## src/hw/rtl/ckt_pkg.sv

```systemverilog
package ckt_pkg;

    localparam int CKT_CAPACITY  = 64;
    localparam int CKT_KEY_BITS  = 16;
    localparam int CKT_DATA_BITS = 32;

    localparam int REQ_W    = 2;
    localparam int KEY_W    = 16;
    localparam int DATA_W   = 32;
    localparam int STATUS_W = 2;
    localparam int INDEX_W  = 6;
    localparam int COUNT_W  = 7;

    localparam logic [REQ_W-1:0] REQ_INSERT = 2'd0;
    localparam logic [REQ_W-1:0] REQ_REMOVE = 2'd1;
    localparam logic [REQ_W-1:0] REQ_LOOKUP = 2'd2;

    localparam logic [STATUS_W-1:0] ST_DONE      = 2'd0;
    localparam logic [STATUS_W-1:0] ST_NOT_FOUND = 2'd1;
    localparam logic [STATUS_W-1:0] ST_DUPLICATE = 2'd2;
    localparam logic [STATUS_W-1:0] ST_FULL      = 2'd3;

    typedef enum logic [1:0] {
        S_IDLE,
        S_SEARCH,
        S_SHIFT
    } t_state;

endpackage

```

## src/hw/rtl/compacting_keyed_table.sv

```systemverilog
// Channel   Direction  Transfer when    Ports
// request   in         start && !busy   i_req_type, i_key, i_entry_data
// result    out        o_done           o_status, o_index, o_found_data, o_entry_count
//
// A search reads one entry per cycle from the key and data memories, so insert and
// lookup keep busy high until the search hits or runs past the last entry.
// A remove then moves each entry above the removed one down, one entry per cycle;
// an unused request type answers in the next cycle.
// The synchronous reset empties the table; the memories themselves are not cleared.
// The result appears for one cycle as busy falls, and the receiver cannot stall it.
module compacting_keyed_table
    import ckt_pkg::*;
#(
    parameter int CAPACITY  = CKT_CAPACITY,
    parameter int KEY_BITS  = CKT_KEY_BITS,
    parameter int DATA_BITS = CKT_DATA_BITS
) (
    input  logic                i_clk,
    input  logic                i_rst_n,
    input  logic                start,
    output logic                busy,
    input  logic [REQ_W-1:0]    i_req_type,
    input  logic [KEY_W-1:0]    i_key,
    input  logic [DATA_W-1:0]   i_entry_data,
    output logic                o_done,
    output logic [STATUS_W-1:0] o_status,
    output logic [INDEX_W-1:0]  o_index,
    output logic [DATA_W-1:0]   o_found_data,
    output logic [COUNT_W-1:0]  o_entry_count
);

    localparam int AW = (CAPACITY > 1) ? $clog2(CAPACITY) : 1;
    localparam int CW = $clog2(CAPACITY + 1);

    logic [KEY_BITS-1:0]  key_mem  [CAPACITY];
    logic [DATA_BITS-1:0] data_mem [CAPACITY];

    t_state               r_state, n_state;
    logic [CW-1:0]        r_count, n_count;
    logic [CW-1:0]        r_ptr, n_ptr;
    logic                 r_pend, n_pend;
    logic [AW-1:0]        r_pidx, n_pidx;
    logic [AW-1:0]        r_wa, n_wa;
    logic [REQ_W-1:0]     r_req, n_req;
    logic [KEY_BITS-1:0]  r_key, n_key;
    logic [DATA_BITS-1:0] r_data, n_data;
    logic                 r_done, n_done;
    logic [STATUS_W-1:0]  r_status, n_status;
    logic [INDEX_W-1:0]   r_index, n_index;
    logic [DATA_W-1:0]    r_found, n_found;
    logic [KEY_BITS-1:0]  r_rd_key;
    logic [DATA_BITS-1:0] r_rd_data;

    logic                 mem_re;
    logic [AW-1:0]        mem_ra;
    logic                 mem_we;
    logic [AW-1:0]        mem_wa;
    logic [KEY_BITS-1:0]  mem_wkey;
    logic [DATA_BITS-1:0] mem_wdata;
    logic                 issue;
    logic                 hit;

    assign issue = (r_ptr < r_count);
    assign hit   = r_pend && (r_rd_key == r_key);

    // Reads and writes never meet at one address in the same cycle: a shift writes the
    // entry below the one it reads, and an insert ends the request.
    always_ff @(posedge i_clk) begin
        if (mem_we) begin
            key_mem[mem_wa]  <= mem_wkey;
            data_mem[mem_wa] <= mem_wdata;
        end
        if (mem_re) begin
            r_rd_key  <= key_mem[mem_ra];
            r_rd_data <= data_mem[mem_ra];
        end
    end

    always_comb begin
        n_state   = r_state;
        n_count   = r_count;
        n_ptr     = r_ptr;
        n_pend    = r_pend;
        n_pidx    = r_pidx;
        n_wa      = r_wa;
        n_req     = r_req;
        n_key     = r_key;
        n_data    = r_data;
        n_done    = 1'b0;
        n_status  = r_status;
        n_index   = r_index;
        n_found   = r_found;
        mem_re    = 1'b0;
        mem_ra    = r_ptr[AW-1:0];
        mem_we    = 1'b0;
        mem_wa    = r_wa;
        mem_wkey  = r_rd_key;
        mem_wdata = r_rd_data;

        case (r_state)
            S_IDLE: begin
                if (start) begin
                    n_req  = i_req_type;
                    n_key  = KEY_BITS'(i_key);
                    n_data = DATA_BITS'(i_entry_data);
                    n_ptr  = '0;
                    n_pend = 1'b0;
                    if (i_req_type == REQ_INSERT || i_req_type == REQ_REMOVE ||
                        i_req_type == REQ_LOOKUP) begin
                        n_state = S_SEARCH;
                    end else begin
                        n_done   = 1'b1;
                        n_status = ST_DONE;
                        n_index  = '0;
                        n_found  = '0;
                    end
                end
            end
            S_SEARCH: begin
                if (hit) begin
                    if (r_req == REQ_REMOVE) begin
                        n_state = S_SHIFT;
                        n_ptr   = CW'(r_pidx) + CW'(1);
                        n_pend  = 1'b0;
                    end else begin
                        n_state  = S_IDLE;
                        n_done   = 1'b1;
                        n_index  = INDEX_W'(r_pidx);
                        if (r_req == REQ_LOOKUP) begin
                            n_status = ST_DONE;
                            n_found  = DATA_W'(r_rd_data);
                        end else begin
                            n_status = ST_DUPLICATE;
                            n_found  = '0;
                        end
                    end
                end else if (!issue) begin
                    n_state = S_IDLE;
                    n_done  = 1'b1;
                    n_index = '0;
                    n_found = '0;
                    if (r_req == REQ_INSERT) begin
                        if (r_count == CW'(CAPACITY)) begin
                            n_status = ST_FULL;
                        end else begin
                            mem_we    = 1'b1;
                            mem_wa    = r_count[AW-1:0];
                            mem_wkey  = r_key;
                            mem_wdata = r_data;
                            n_count   = r_count + CW'(1);
                            n_status  = ST_DONE;
                            n_index   = INDEX_W'(r_count);
                        end
                    end else begin
                        n_status = ST_NOT_FOUND;
                    end
                end else begin
                    mem_re = 1'b1;
                    n_pend = 1'b1;
                    n_pidx = r_ptr[AW-1:0];
                    n_ptr  = r_ptr + CW'(1);
                end
            end
            S_SHIFT: begin
                if (r_pend) begin
                    mem_we = 1'b1;
                end
                if (issue) begin
                    mem_re = 1'b1;
                    n_pend = 1'b1;
                    n_wa   = AW'(r_ptr - CW'(1));
                    n_ptr  = r_ptr + CW'(1);
                end else begin
                    n_state  = S_IDLE;
                    n_pend   = 1'b0;
                    n_count  = r_count - CW'(1);
                    n_done   = 1'b1;
                    n_status = ST_DONE;
                    n_index  = INDEX_W'(r_pidx);
                    n_found  = '0;
                end
            end
            default: begin
                n_state = S_IDLE;
            end
        endcase
    end

    always_ff @(posedge i_clk) begin
        if (!i_rst_n) begin
            r_state <= S_IDLE;
            r_count <= '0;
            r_pend  <= 1'b0;
            r_done  <= 1'b0;
        end else begin
            r_state <= n_state;
            r_count <= n_count;
            r_pend  <= n_pend;
            r_done  <= n_done;
        end
    end

    always_ff @(posedge i_clk) begin
        r_ptr    <= n_ptr;
        r_pidx   <= n_pidx;
        r_wa     <= n_wa;
        r_req    <= n_req;
        r_key    <= n_key;
        r_data   <= n_data;
        r_status <= n_status;
        r_index  <= n_index;
        r_found  <= n_found;
    end

    assign busy          = (r_state != S_IDLE);
    assign o_done        = r_done;
    assign o_status      = r_status;
    assign o_index       = r_index;
    assign o_found_data  = r_found;
    assign o_entry_count = COUNT_W'(r_count);

endmodule

```

## config.mk

```make
export PLATFORM = sky130hd
export DESIGN_NAME = compacting_keyed_table
export DESIGN_NICKNAME = d
export VERILOG_FILES = /design/src/hw/rtl/ckt_pkg.sv /design/src/hw/rtl/compacting_keyed_table.sv
export SDC_FILE = /design/constraint.sdc
export NUM_CORES = 2
export LEC_CHECK = 0
export ABC_AREA = 0
export BUFFER_PORTS_ARGS = -buffer_cell sky130_fd_sc_hd__clkbuf_2
export CAP_MARGIN = 20
export CORE_ASPECT_RATIO = 1.4
export CORE_UTILIZATION = 45
export CTS_CLUSTER_DIAMETER = 80
export DETAILED_ROUTE_END_ITERATION = 8
export GPL_TIMING_DRIVEN = 0
export SYNTH_ARGS = -nofsm -noshare
export SYNTH_HDL_FRONTEND = slang
export SYNTH_SLANG_ARGS = --single-unit
```

## constraint.sdc

```tcl
create_clock -name i_clk -period 21.7 [get_ports i_clk]
set_input_delay 2.17 -clock i_clk [delete_from_list [all_inputs] [get_ports i_clk]]
set_output_delay 2.17 -clock i_clk [all_outputs]
set_load 0.01 [all_outputs]
```

# Yosys cells after proc, flatten, opt, wreduce, memory -nomap -nowiden
# Memories as Yosys holds them, arrays and structs flattened. A register that Yosys moved wholly into a read port is not among the register bits.
# Cells that the tools add are included.
word_totals:
  in_bits: 53
  out_inout_bits: 49
  n_memories: 2
  mem_bits_rw: 3072
  reg_bits: 120
memory_table:
  columns: ["name", "depth", "width", "read_ports", "rd_clocked_by_memory_dff", "write_ports", "line_no", "source"]
  rows:
  - ["data_mem", 64, 32, 1, 1, 1, "compacting_keyed_table.sv:36", "logic [DATA_BITS-1:0] data_mem [CAPACITY];"]
  - ["key_mem", 64, 16, 1, 1, 1, "compacting_keyed_table.sv:35", "logic [KEY_BITS-1:0] key_mem [CAPACITY];"]
classes:
  n_reduce_logical: 18
  add_sub_neg: 5
  bitwise: 1
  n_mux: 80
  magnitude_cmp: 1
  n_eq_ne: 20
ops:
  columns: ["operator", "n"]
  rows:
  - ["2-to-1 mux 32 bit", 11]
  - ["one-hot mux 32 bit (3 select lines)", 1]
  - ["2-to-1 mux 16 bit", 5]
  - ["2-to-1 mux 6 bit", 13]
  - ["2-to-1 mux 7 bit", 9]
  - ["2-to-1 mux 2 bit", 14]
  - ["one-hot mux 7 bit (3 select lines)", 1]
  - ["2-to-1 mux 1 bit", 18]
  - ["one-hot mux 6 bit (3 select lines)", 1]
  - ["== test 16 bit", 1]
  - ["!= test 2 bit (second input constant)", 8]
  - ["adder 7 x 1 -> 7 bit (second input constant)", 2]
  - ["one-hot mux 7 bit (2 select lines)", 1]
  - ["!= test 3 bit (second input constant)", 4]
  - ["one-hot mux 2 bit (3 select lines)", 2]
  - ["AND reduction 6 bit", 2]
  - ["AND reduction 4 bit", 2]
  - ["adder 6 x 1 -> 7 bit (second input constant)", 1]
  - ["== test 7 bit (second input constant)", 1]
  - ["less-than comparator 7 bit", 1]
  - ["subtractor 7 x 1 -> 7 bit (second input constant)", 1]
  - ["== test 2 x 1 -> 1 bit (second input constant)", 3]
  - ["== test 2 bit (second input constant)", 3]
  - ["logical NOT 2 bit", 3]
  - ["other kinds (10)", 17]

# Logic depth before layout (Yosys ltp)
logic_depth:
  word_depth: 8
  ltp_mapped: 12
  mapped_depth_nobuf: 11

# Least setup slack after synthesis
# Ideal clock, no wire load.
synth_path:
  path_kind: "register to register"
  start: "reg r_count[5] (netlist: o_entry_count[5])"
  end: "mem data_mem[61][0] (netlist bit) (enable)"
  arrival_time_ns: 6.915
  setup_slack_ns: 14.212
  setup_ns: 0.573
  stages_incl_launch_ff: 9
  path_cell_list: "dfxtp_1 > inv_1 > ha_1 > and4_1 > a221oi_1 > nand2_1 > a311oi_1 > o221ai_2 > nor4_1"
synth_via:
  elab_chain_len: 8
  word_cells_on_any_way: 14
  classes_between: "1 x order compare; 1 x eq/ne; 12 x mux"
synth_lines:
  columns: ["element", "line_no", "source"]
  rows:
  - ["start, declared", "compacting_keyed_table.sv:39", "logic [CW-1:0] r_count, n_count;"]
  - ["start signal, assigned", "compacting_keyed_table.sv:197", "r_count <= n_count;"]
  - ["parallel branches: the longest is 8 deep, another holds less-than comparator 7 bit", null, null]
  - ["end, declared", "compacting_keyed_table.sv:36", null]
# Parallel ways; which one is timed is not known.

# Worst setup path in the final report
layout_path:
  start: "reg r_key[2]"
  end: "mem data_mem[43][28] (netlist bit) (enable)"
layout_via:
  elab_chain_len: 6
  word_cells_on_any_way: 8
  classes_between: "1 x eq/ne; 6 x mux; 1 x reduce/logical"
layout_lines:
  columns: ["element", "line_no", "source"]
  rows:
  - ["start, declared", "compacting_keyed_table.sv:45", "logic [KEY_BITS-1:0] r_key, n_key;"]
  - ["start signal, assigned", "compacting_keyed_table.sv:208", "r_key <= n_key;"]
  - ["== test 16 bit (*)", "compacting_keyed_table.sv:64", "assign hit = r_pend && (r_rd_key == r_key);"]
  - ["logical AND 1 bit (*)", "compacting_keyed_table.sv:64", null]
  - ["2-to-1 mux 1 bit", "compacting_keyed_table.sv:120", "if (hit) begin"]
  - ["one-hot mux 1 bit (2 select lines)", "compacting_keyed_table.sv:100", "case (r_state)"]
  - ["2-to-1 mux 1 bit", "compacting_keyed_table.sv:69", "if (mem_we) begin"]
  - ["2-to-1 mux 1 bit (not written as such)", "compacting_keyed_table.sv:71", "data_mem[mem_wa] <= mem_wdata;"]
# Mark *: on every way between the ends. The rest lies on a longest branch, timed or not.

==> out/results.ini <==
[global_routing]
via_count_of_the_first_global_routing_pass = 61400
globalRoute.totalOverflow = 0
grt_resource_usage_total_pct = 25.2
antenna_found_initial = 11
grt_max_degree = 65
global_route_wire_length_before_repair_um = 483000

[critical_path]
regToRegEndpoint = data_mem[43][28]
timing.critical_path.mode_cell = buf_6
cp_cell_sequence = xor2_1 > nor4_1 > nand4_1 > o21a_1 > nand3_1 > a221o_1 > clkbuf_1 > nor3_2 > buf_6 > buf_6 > buf_6 > buf_6
crit_family = simple AND/OR/NAND/NOR gates
reg2reg_depth = 12
worst_setup_path_startpoint = r_key[2]
crit_path_end_kind = flop
start_kind = flop
crit_path_top_delay_cell = nor3_2
worstSetupPathType = reg -> reg
critPathMaxStageDelay_ns = 0.99
critical_path.n_buffers_inverters = 5
crit_arrival_ns = 6.89
ff2ff_setup_slack_ns = 15.35
critical_path_required_ns = 22.24
timing.critical_path.fanout_max = 10
timing.rr.start = r_key[2]

[pwr]
net-switching-power_uw = 3150
power.ir.vdd_worst_mv = 0.0656
power-per-cell-area_nw_per_um2 = 93.3
power.share.switching_pct = 23.1
p_leak_uw = 0.0453
comb_power_share_pct = 10.7
share_of_total_power_in_the_clock_network_pct = 37.9
cellInternalPower_uw = 10500
p_seq_share_pct = 51.3

[min_path]
holdCritPathClass = reg -> reg
hold-path-cell-count = 0
timing.hold.worst.start = r_ptr[5]
timing.hold.worst_endpoint = r_pidx[5]

[timing]
rsz0062_at_grt = false
drv_slew = 0
max_clock_freq_ghz = 0.158
finalSetupTns_ns = 0
setup_ws_ns = 15.35
post-route-period-util_pct = 29.2
final_period_minus_worst_setup_slack_ns = 6.35
timing.slew.headroom_pct = 18.6
clock-skew-final_ns = 0.0719
hold_viol_final = 0
setup_viol = 0
worst-slew-pin-transition_ns = 1.22

[floorplan]
start_util_pct = 45.4
die_y_um = 623
dieWidth_um = 446
core_um2 = 274000
ioPinCount = 102
fp.dieArea_um2 = 278000
core.rowCount = 227

[final_layout]
final_nets = 6017
area_delta_synth_final_pct = 17.7
most-common-layout-cells = edfxtp_1 (3,229), mux4_2 (1,008), clkbuf_16 (315), buf_6 (258), clkbuf_1 (210)
layout-drive-gt1-share_pct = 36.7
layout.cells.most_common = edfxtp_1

[detailed_routing]
detailedRoute.firstIterationViolations = 7234
antenna_violating_nets_post_route = 0
vias_per_cell = 6.08
drt_first_pass_iters = 6
via_count = 59800
drt_drc_violations_left = 0
routed_wire_length_per_instance_um = 35.3
routed_wl_um = 348000

[synth]
synth_seq_area_share_pct = 78.3
ys_seq_elements = 3240
synth.yosys.warnings = 0
post_synth.cell_area_avg_um2 = 24.7
post_synth_net_total = 5098
synth_area_um2 = 124000
syn_inst = 5026
asyncSetResetFlopFracSynth_pct = 0
synth-edff-count = 3229
synthFlopType = edfxtp_1
post_synth_cell_types = 62

[outcome]
status = complete, no violations

[placement]
gp_routability_congestion = 0.904
post-dp-hpwl_um = 251000
preCtsSetupSlack_ns = 15.03
port-buffer-count = 100

[cts]
cts.reportedPaths.clkPinSlew_ns = 0.06
clkSinkCount = 3240
clockBufferDepth = 4
cts-buffers-inserted = 304
worstSkewPairLatency_ns = 0.88
ctsHtreeMaxLevel = 5
post_cts_setup_buffer_count = 0
cts.hold.buffers_added = 0
tritoncts = built
root_cell_of_the_clock_tree = clkbuf_16
post_cts_resize_count = 0

[flow_run]
cap_violations = 0

[worst register-to-register path, stage by stage, from the launching register on]
cell,delay (ns)
edfxtp_1,0.51
xor2_1,0.81
nor4_1,0.16
nand4_1,0.43
o21a_1,0.34
nand3_1,0.75
a221o_1,0.73
clkbuf_1,0.43
nor3_2,0.99
buf_6,0.28
buf_6,0.19
buf_6,0.19
buf_6,0.20
[per-stage QoR]
stage	instance area, µm²	total power [µW]	utilization [%]	std cells	hold WS (ns)
after floorplan	124000	8000	-	5026	0.451
after global placement	129000	8540	47.2	8790	0.477
after detailed placement	136000	8610	49.9	9286	0.490
after CTS	146000	13700	53.3	9821	0.506
after global routing	146000	14000	53.4	9839	0.502
final	146000	13600	53.4	9847	0.511
[state kept, by name, indices dropped and copies added (netlist names)]
signal and flops:
o_entry_count 7, r_data 32, r_key 16, r_pend 1, key_mem 1024, o_index 6, o_found_data 32, r_req 2
r_pidx 6, r_state 2, data_mem 2048, o_done 1, r_rd_data 32, r_ptr 7, r_rd_key 16, o_status 2
r_wa 6
[area by class of cell]
type	count	area, µm²
Inverter	27	101
Tap cell	3664	4580
Multi-Input combinational cell	1494	26200
Sequential cell	3240	97200
Buffer	265	1200
Timing Repair Buffer	613	7320
Antenna cell	9	22.5
Clock inverter	141	1210
Fill cell	20400	128000
Clock buffer	394	8190
[layer usage]
metal | up-vias | global-route usage, % | wire length, µm
li1 | 23700 | - | -
met1 | 32900 | 30.1 | 121000
met2 | 2610 | 45.8 | 189000
met3 | 630 | 3.34 | 22100
met4 | 2 | 10.2 | 16100
met5 | - | 0 | 122
[kinds of logic after synthesis]
family                     Yosys count  share of synthesized area [%]
DFF                               3240                           78.3
muxes                             1009                           18.3
and+or+nand+nor                    295                           1.07
buffers and inverters              292                           1.02
AOI/OAI and AO/OA                  140                          0.845
xor gates and xnor gates            31                          0.219
adders and majority gates           19                          0.198
[power by group through the flow]
stage | logic (µW) | clock network (µW) | registers (µW)
final | 1460 | 5170 | 7000
after global routing | 1520 | 5460 | 6990
after CTS | 1480 | 5240 | 7000
after detailed placement | 1480 | 0 | 7130
after global placement | 1380 | 0 | 7150
after floorplan | 860 | 0 | 7140
[worst max path at each step]
| stage | to | slack (ns) | cells after the start |
|---|---|---|---|
| after floorplan | data_mem[61][0] | 14.21 | 8 |
| after global placement | data_mem[61][28] | 4.02 | 8 |
| after detailed placement | key_mem[43][2] | 15.03 | 9 |
| after CTS | key_mem[34][2] | 15.01 | 9 |
| after global routing | key_mem[49][1] | 15.42 | 12 |
| final | data_mem[43][28] | 15.35 | 12 |
[synthesized netlist by cell type (all sizes together) (4+ instances only)]
library cell | number | share of area (%)
nor4 | 14 | 0.076
dfxtp | 11 | 0.18
mux4 | 1008 | 18
o211ai | 9 | 0.054
clkbuf | 153 | 0.46
ha | 18 | 0.18
nor3 | 46 | 0.19
a22o | 33 | 0.23
inv | 26 | 0.079
nand3 | 15 | 0.061
nor2 | 24 | 0.073
a211oi | 17 | 0.10
xor2 | 20 | 0.14
and2 | 4 | 0.020
a22oi | 7 | 0.042
o21ai | 17 | 0.072
a21oi | 16 | 0.065
edfxtp | 3229 | 78
o22ai | 8 | 0.040
nand4 | 8 | 0.040
and3 | 4 | 0.020
a21o | 4 | 0.024
a311oi | 4 | 0.033
xnor2 | 11 | 0.078
nor3b | 4 | 0.024
buf | 112 | 0.48
nand2 | 165 | 0.50
No activity file was read; power rests on OpenSTA's default activity.
